File: config.mk
export PLATFORM = sky130hd
export DESIGN_NAME = sphuv_isqrt
export DESIGN_NICKNAME = d
export VERILOG_FILES = /design/src/sv/sphuv_isqrt.sv
export SDC_FILE = /design/constraint.sdc
export NUM_CORES = 2
export LEC_CHECK = 0
export ABC_CLOCK_PERIOD_IN_PS = 5440
export BUFFER_PORTS_ARGS = -buffer_cell sky130_fd_sc_hd__buf_2
export CAP_MARGIN = 20
export CORE_UTILIZATION = 62
export DETAILED_ROUTE_END_ITERATION = 8
export HOLD_SLACK_MARGIN = 0.06
export PLACE_DENSITY = 0.78
export RECOVER_POWER = 25
export SETUP_SLACK_MARGIN = 0.05
export SLEW_MARGIN = 0
export SYNTH_ARGS = -nofsm -noshare
export SYNTH_HDL_FRONTEND = slang
export SYNTH_SLANG_ARGS = --single-unit
File: constraint.sdc
create_clock -name clk -period 5.44 [get_ports clk]
set_input_delay 0 -clock clk [delete_from_list [all_inputs] [get_ports clk]]
set_output_delay 0 -clock clk [all_outputs]
set_load 0.01 [all_outputs]
File: src/sv/sphuv_isqrt.sv
module sphuv_isqrt #(
    parameter int IN_W = 62,
    parameter int SB_W = 1
) (
    input  logic                 clk,
    input  logic                 rst_n,
    input  logic                 in_valid,
    input  logic [IN_W-1:0]      radicand,
    input  logic [SB_W-1:0]      in_side,
    output logic                 out_valid,
    output logic [IN_W/2-1:0]    root,
    output logic [SB_W-1:0]      out_side
);
    localparam int STAGES = IN_W / 2;

    logic [STAGES-1:0] vld_reg;
    logic [IN_W-1:0]   n_reg   [STAGES];
    logic [IN_W-1:0]   res_reg [STAGES];
    logic [SB_W-1:0]   sb_reg  [STAGES];

    // One result bit per stage, most significant first.
    for (genvar j = 0; j < STAGES; j++)
    begin : g_stage
        logic [IN_W-1:0] n_in, res_in, bit_c, trial, n_next, res_next;
        logic [SB_W-1:0] sb_in;
        logic            vld_in;

        if (j == 0)
        begin : g_first
            assign n_in   = radicand;
            assign res_in = '0;
            assign sb_in  = in_side;
            assign vld_in = in_valid;
        end
        else
        begin : g_rest
            assign n_in   = n_reg[j-1];
            assign res_in = res_reg[j-1];
            assign sb_in  = sb_reg[j-1];
            assign vld_in = vld_reg[j-1];
        end

        assign bit_c = {{(IN_W-1){1'b0}}, 1'b1} << (IN_W - 2 - 2 * j);
        assign trial = res_in + bit_c;

        always_comb
        begin
            if (n_in >= trial)
            begin
                n_next   = n_in - trial;
                res_next = (res_in >> 1) + bit_c;
            end
            else
            begin
                n_next   = n_in;
                res_next = res_in >> 1;
            end
        end

        always_ff @(posedge clk or negedge rst_n)
        begin
            if (!rst_n)
            begin
                vld_reg[j] <= 1'b0;
            end
            else
            begin
                vld_reg[j] <= vld_in;
            end
        end

        always_ff @(posedge clk)
        begin
            n_reg[j]   <= n_next;
            res_reg[j] <= res_next;
            sb_reg[j]  <= sb_in;
        end
    end

    assign out_valid = vld_reg[STAGES-1];
    assign root      = res_reg[STAGES-1][IN_W/2-1:0];
    assign out_side  = sb_reg[STAGES-1];

endmodule

# ---- After elaboration in Yosys (flattened, before gate mapping)
# Memories as Yosys holds them, arrays and structs flattened.
# Cells that the tools add are included.
dict set report totals {
  register_bits 31
  mem_bits_rw 3875
  in_bits 66
  out_inout_bits 33
  word_cells 218
  mem_count 3
}
# name depth word_bits rd rd_clocked_by_memory_dff write_ports line_no
set mem_list {}
lappend mem_list {n_reg 31 62 30 0 31 17} ;# logic [IN_W-1:0] n_reg [STAGES];
lappend mem_list {res_reg 31 62 31 0 31 18} ;# logic [IN_W-1:0] res_reg [STAGES];
lappend mem_list {sb_reg 31 1 31 0 31 19} ;# logic [SB_W-1:0] sb_reg [STAGES];
dict set report op_classes {
  n_addsub 91
  order_cmp 31
  muxes 62
}
# cell n
set ops {}
lappend ops {{two-way mux 62 bit} 61}
lappend ops {{greater-or-equal comparator 62 bit} 30}
lappend ops {{subtractor 62 bit} 30}
lappend ops {{adder 61 x 1 -> 62 bit, second input constant} 1}
lappend ops {{adder 61 x 11 -> 62 bit, second input constant} 1}
lappend ops {{adder 61 x 13 -> 62 bit, second input constant} 1}
lappend ops {{adder 61 x 15 -> 62 bit, second input constant} 1}
lappend ops {{adder 61 x 17 -> 62 bit, second input constant} 1}
lappend ops {{adder 61 x 19 -> 62 bit, second input constant} 1}
lappend ops {{adder 61 x 21 -> 62 bit, second input constant} 1}
lappend ops {{adder 61 x 23 -> 62 bit, second input constant} 1}
lappend ops {{adder 61 x 25 -> 62 bit, second input constant} 1}
lappend ops {{adder 61 x 27 -> 62 bit, second input constant} 1}
lappend ops {{adder 61 x 29 -> 62 bit, second input constant} 1}
lappend ops {{adder 61 x 3 -> 62 bit, second input constant} 1}
lappend ops {{adder 61 x 31 -> 62 bit, second input constant} 1}
lappend ops {{adder 61 x 33 -> 62 bit, second input constant} 1}
lappend ops {{adder 61 x 35 -> 62 bit, second input constant} 1}
lappend ops {{adder 61 x 37 -> 62 bit, second input constant} 1}
lappend ops {{adder 61 x 39 -> 62 bit, second input constant} 1}
lappend ops {{adder 61 x 41 -> 62 bit, second input constant} 1}
lappend ops {{adder 61 x 43 -> 62 bit, second input constant} 1}
lappend ops {{adder 61 x 45 -> 62 bit, second input constant} 1}
lappend ops {{adder 61 x 47 -> 62 bit, second input constant} 1}
lappend ops {{42 further kinds} 42}

# ---- Depth between registers and ports, before layout
# An unclocked memory read counts as a cell.
dict set report logic_depth {
  word_depth 4
  ltp_mapped 14
}

# ---- Least setup slack after synthesis
# No wires, ideal clock.
dict set report synth_path {
  path_type {flip-flop to flip-flop}
  from {memory res_reg[27][32] (netlist: res_reg[3][218])}
  to {memory n_reg[28][49]}
  setup_time_ns 0.072
  t_arrival_ns 3.308
  required_time_ns 5.368
  setup_slack_ns 2.061
  path_stages_with_launch 14
  n_path_buf 1
  synth_period_minus_slack_ns 3.379
  path_cell_list {dfxtp_1 -> inv_1 -> ha_1 -> clkbuf_1 -> nand2_1 -> or4_1 -> or4_1 -> nand4b_1 -> a41o_2 -> a21oi_2 -> or4_4 -> or2_4 -> nor4_4 -> xor2_1}
}
# element line_no
set synth_lines {}
lappend synth_lines {{start: declaration} 18}
lappend synth_lines {{end: declaration} 17}

==> run summary <==
==========================================================================================
Outcome ..................................................................... complete, but fails checks
Violated checks ............................................................. DRC, capacitance limit, slew limit
Cell with the largest stage delay on the worst path .........................       nor4_1
Synth Area in Simple Gates ..................................................        14.9%
Number of enable-type register cells in the synthesized netlist .............            0
Share of power burned in the clock network ..................................        30.4%
Worst reg-to-reg setup slack ................................................      1.05 ns
Power density normalized to cell area .......................................   542 mW/mm2
Endpoint class of the critical path .........................................    flip-flop
Clock tree skew after final layout ..........................................     0.108 ns
Largest net degree at the start of global routing ...........................           58
R2R cell count ..............................................................           11
Startpoint types ............................................................    flip-flop
Net switching component of the power ........................................      18.2 mW
Via count ...................................................................       66,300
RSZ-0062 raised after global routing ........................................        false
Clock sinks .................................................................        2,418
Aggregate negative setup slack ..............................................         0 ns
Upper clock frequency limit .................................................      228 MHz
Number of H-tree branching levels ...........................................            4
First-pass GRT wire length ..................................................   362,000 um
Via-to-Cell Ratio ...........................................................         5.82
Post-synthesis compound-gate area fraction ..................................        11.3%
Most Frequent Cell on Critical Path .........................................       nor4_1
Number of clock buffers inserted by TritonCTS ...............................          224
Cell breakdown of the critical path ......................................... nor4_1 -> nand2_1 -> nor2_1 -> nand3_1 -> nor4_1 -> o21ai_0 -> a211oi_4 -> buf_4 -> inv_1 -> and4b_1 -> xor2_1
Fraction of final layout cells with drive strength greater than 1 ...........        7.03%
MaxCap Viol Count ...........................................................            1
Internal power consumption ..................................................      37.2 mW
Setup repair bufs after CTS .................................................            0
Number of antenna violations at the first check in global routing ...........           14
Number of DRC violations after detailed routing .............................           12
WHS Endpoint ................................................................ n_reg[0][49]
Initial Utilization .........................................................        62.6%
Final setup violation count .................................................            0
Switching part of the total power ...........................................        32.8%
Number of hold violations in the final report ...............................            0
Final worst path period share ...............................................        80.8%
Path type of the worst min-delay path .......................................       in2reg
Number of standard-cell rows in the floorplan ...............................          139
Layout-stage area growth over the synthesis result ..........................        13.3%
Clock tree from TritonCTS ...................................................        built
Cell Area, Placed ...........................................................   0.0928 mm2
Kind of cell adding the most delay to the critical path ..................... simple AND/OR/NAND/NOR gates
Fraction of the yosys area taken by sequential cells ........................        53.8%
Clk_lat worst skew ..........................................................      0.90 ns
Critical R2R Capture ........................................................ n_reg[27][56]
Share of synthesized cell area in full adder, half adder and majority cells .        7.28%
Largest register FFs ........................................................        1,860
Number of warnings reported in the yosys synthesis log ......................            0
Net count reported at finish ................................................        9,887
Aggregate global routing overflow ...........................................            0
Post-route antenna net violation count ......................................            0
Length of the first detailed-routing pass in iterations .....................            9
Count of state elements after synthesis .....................................        2,418
Arrival time of the worst setup path ........................................      5.13 ns
Start point of the worst min-delay path ..................................... radicand[49]
Crit path max fanout ........................................................           57
Cell leakage power ..........................................................      46.9 nW
Post-synthesis instance area ................................................   0.0902 mm2
Multiplexer fraction of the synthesized cell area ...........................        1.28%
Part of the power in registers ..............................................        45.5%
Class of the most critical setup path .......................................      reg2reg
Proportion of register bits with asynchronous set or reset after synthesis ..        1.28%
Ys flop type ................................................................      dfxtp_1
Distinct cell type count of the synthesized netlist .........................           89
Global-route usage over all layers ..........................................        31.0%
R2r startpoint .............................................................. n_reg[26][40]
XOR/XNOR Fraction of Synth Area .............................................        8.08%
Root buffer cell ............................................................    clkbuf_16
Placer's final routability congestion estimate ..............................        0.975
Boundary pin count ..........................................................           99
Total wire length ...........................................................   233,000 um
Die Footprint ...............................................................    0.147 mm2
Vias in the first global route ..............................................       66,100
Net Count, Synth ............................................................        9,546
Number of logic stages on the critical path including buffering .............           11
Iter 0 DRT Violations .......................................................        4,854
Port Buffer Count ...........................................................           98
CTS clock-pin slew for the worst setup and hold paths .......................      0.06 ns
Dominant combinational cell family by area after synthesis .................. simple AND/OR/NAND/NOR gates
Worst supply voltage drop on vdd ............................................   0.000439 V
Worst hold path cell count ..................................................            3
Post-DR wirelength/cell .....................................................      20.4 um
Post-detail-place hpwl ......................................................   164,000 um
Post-route standard cell area excluding fillers .............................    0.102 mm2
Buffers plus inverters on the worst setup path ..............................            2
Final max-slew violation count ..............................................           32
Worst max-slew margin expressed relative to the limit .......................       -8.81%
Logic gate share of total power .............................................        24.1%
Number of standard cells after synthesis ....................................        8,955
Shortest clock period the worst path allows after layout ....................      4.39 ns
Vert. Die Dim ...............................................................       383 um
Floorplan Core Area .........................................................    0.144 mm2
Floorplan die width .........................................................       383 um
Mean post-synth cell area ...................................................     10.1 um2
Maximum buffer depth of the clock tree ......................................            3
Transition at the pin with the smallest max-transition slack ................      1.63 ns
Delay contributed by the slowest stage of the critical path .................      0.83 ns
Data required, critical path ................................................      6.17 ns
==========================================================================================
-- cells in the mapped netlist, types with 136 or more instances --
cell type,instances,area share [%]
a21o_1,218,1.8
a21oi_1,536,3.0
clkbuf_1,136,0.57
dfxtp_1,2387,53
ha_1,525,7.3
inv_1,646,2.7
nand2_1,588,2.4
nand3_1,154,0.85
nor2_1,613,2.6
nor3_1,245,1.4
nor4_1,317,2.2
o21ai_0,398,2.2
xnor2_1,427,4.1
xor2_1,405,3.9
-- cell usage in the layout, fill, tap and decap left out, types with 25 or more instances in the layout --
cell	instances
nor4b_1	50
nand4_1	119
nand2_1	588
nor2b_1	65
o211ai_1	32
a31oi_1	45
nand3_1	153
inv_1	646
a21o_1	218
nor4_1	317
o21bai_1	44
o21a_1	91
nor2_1	612
mux2_2	98
nand3b_1	25
or2_2	36
a211oi_1	36
clkbuf_1	52
buf_4	29
or3_1	104
dlygate4sd3_1	135
clkbuf_8	32
dfxtp_1	2387
and2_1	28
o31ai_1	41
o21ai_0	397
dfrtp_1	31
nand2b_1	103
xor2_1	405
or4_1	64
clkbuf_16	225
and3_1	46
bufinv_16	32
buf_2	80
clkinv_2	40
xnor2_1	427
ha_1	525
a21oi_1	536
nor3_1	244
-- worst max path at each step --
stage | startpoint | to
4_1_cts | n_reg[26][40] | n_reg[27][56]
5_1_grt | n_reg[26][38] | n_reg[27][56]
6_report | n_reg[26][40] | n_reg[27][56]
3_5_place_dp | n_reg[26][40] | n_reg[27][56]
3_3_place_gp | n_reg[26][40] | n_reg[27][56]
2_1_floorplan | res_reg[3][218] | n_reg[28][49]
-- final cells by class --
type / count / area, um2
flip-flops and latches: 2418 / 48600
diodes: 7 / 17.5
clock buffers: 287 / 6180
clock inverters: 122 / 1880
multi-input cells: 5737 / 38700
well taps: 1903 / 2380
inverters: 647 / 2430
fillers: 10300 / 41800
repair buffers: 268 / 2060
-- power groups by stage --
stage	registers, mW	logic (mW)	clock network (mW)
2_1_floorplan	24.0	10.1	0
3_3_place_gp	25.4	12.6	0
3_5_place_dp	25.4	12.8	0
4_1_cts	25.1	13.1	16.9
5_1_grt	25.5	14.7	17.7
6_report	25.2	13.3	16.9
-- repair_timing --
item	CTS	global route
endpoints found under the hold margin	96	0
hold buffers	136	0
resized for setup	0	0
-- worst reg2reg max path, cell delays in order (launching register included) --
cell and delay, ns:
dfxtp_1 0.34, nor4_1 0.83, nand2_1 0.26, nor2_1 0.19, nand3_1 0.16, nor4_1 0.44, o21ai_0 0.28, a211oi_4 0.40
buf_4 0.50, inv_1 0.43, and4b_1 0.32, xor2_1 0.14
-- layer usage --
| metal | vias to the layer above | global-route usage, % | routed length (um) |
|---|---|---|---|
| li1 | 31800 | - | - |
| met5 | - | 0 | 48 |
| met4 | 8 | 12.0 | 8820 |
| met3 | 645 | 5.02 | 13400 |
| met1 | 31600 | 38.4 | 96900 |
| met2 | 2211 | 53.9 | 114000 |
-- cells by family (layout without fill, tap and decap cells) --
group	after synthesis	after routing
xor gates and xnor gates	832	832
AOI/OAI and AO/OA	1639	1639
adders and majority gates	525	525
and+or+nand+nor	2638	2638
buffers and inverters	800	1324
muxes	103	103
DFF	2418	2418
other	0	7
-- through the flow --
stage	power, mW	setup WS (ns)	util [%]	hold slack, ns	cells
2_1_floorplan	34.1	2.06	-	-0.296	8955
3_3_place_gp	37.9	1.27	64.4	0.0392	10800
3_5_place_dp	38.3	1.24	64.4	0.0629	10800
4_1_cts	55.0	1.25	71.0	0.0712	11400
5_1_grt	58.0	0.791	71.0	0.271	11400
6_report	55.4	1.05	71.0	0.282	11400
Note: power is estimated with default switching activity, not from simulation.
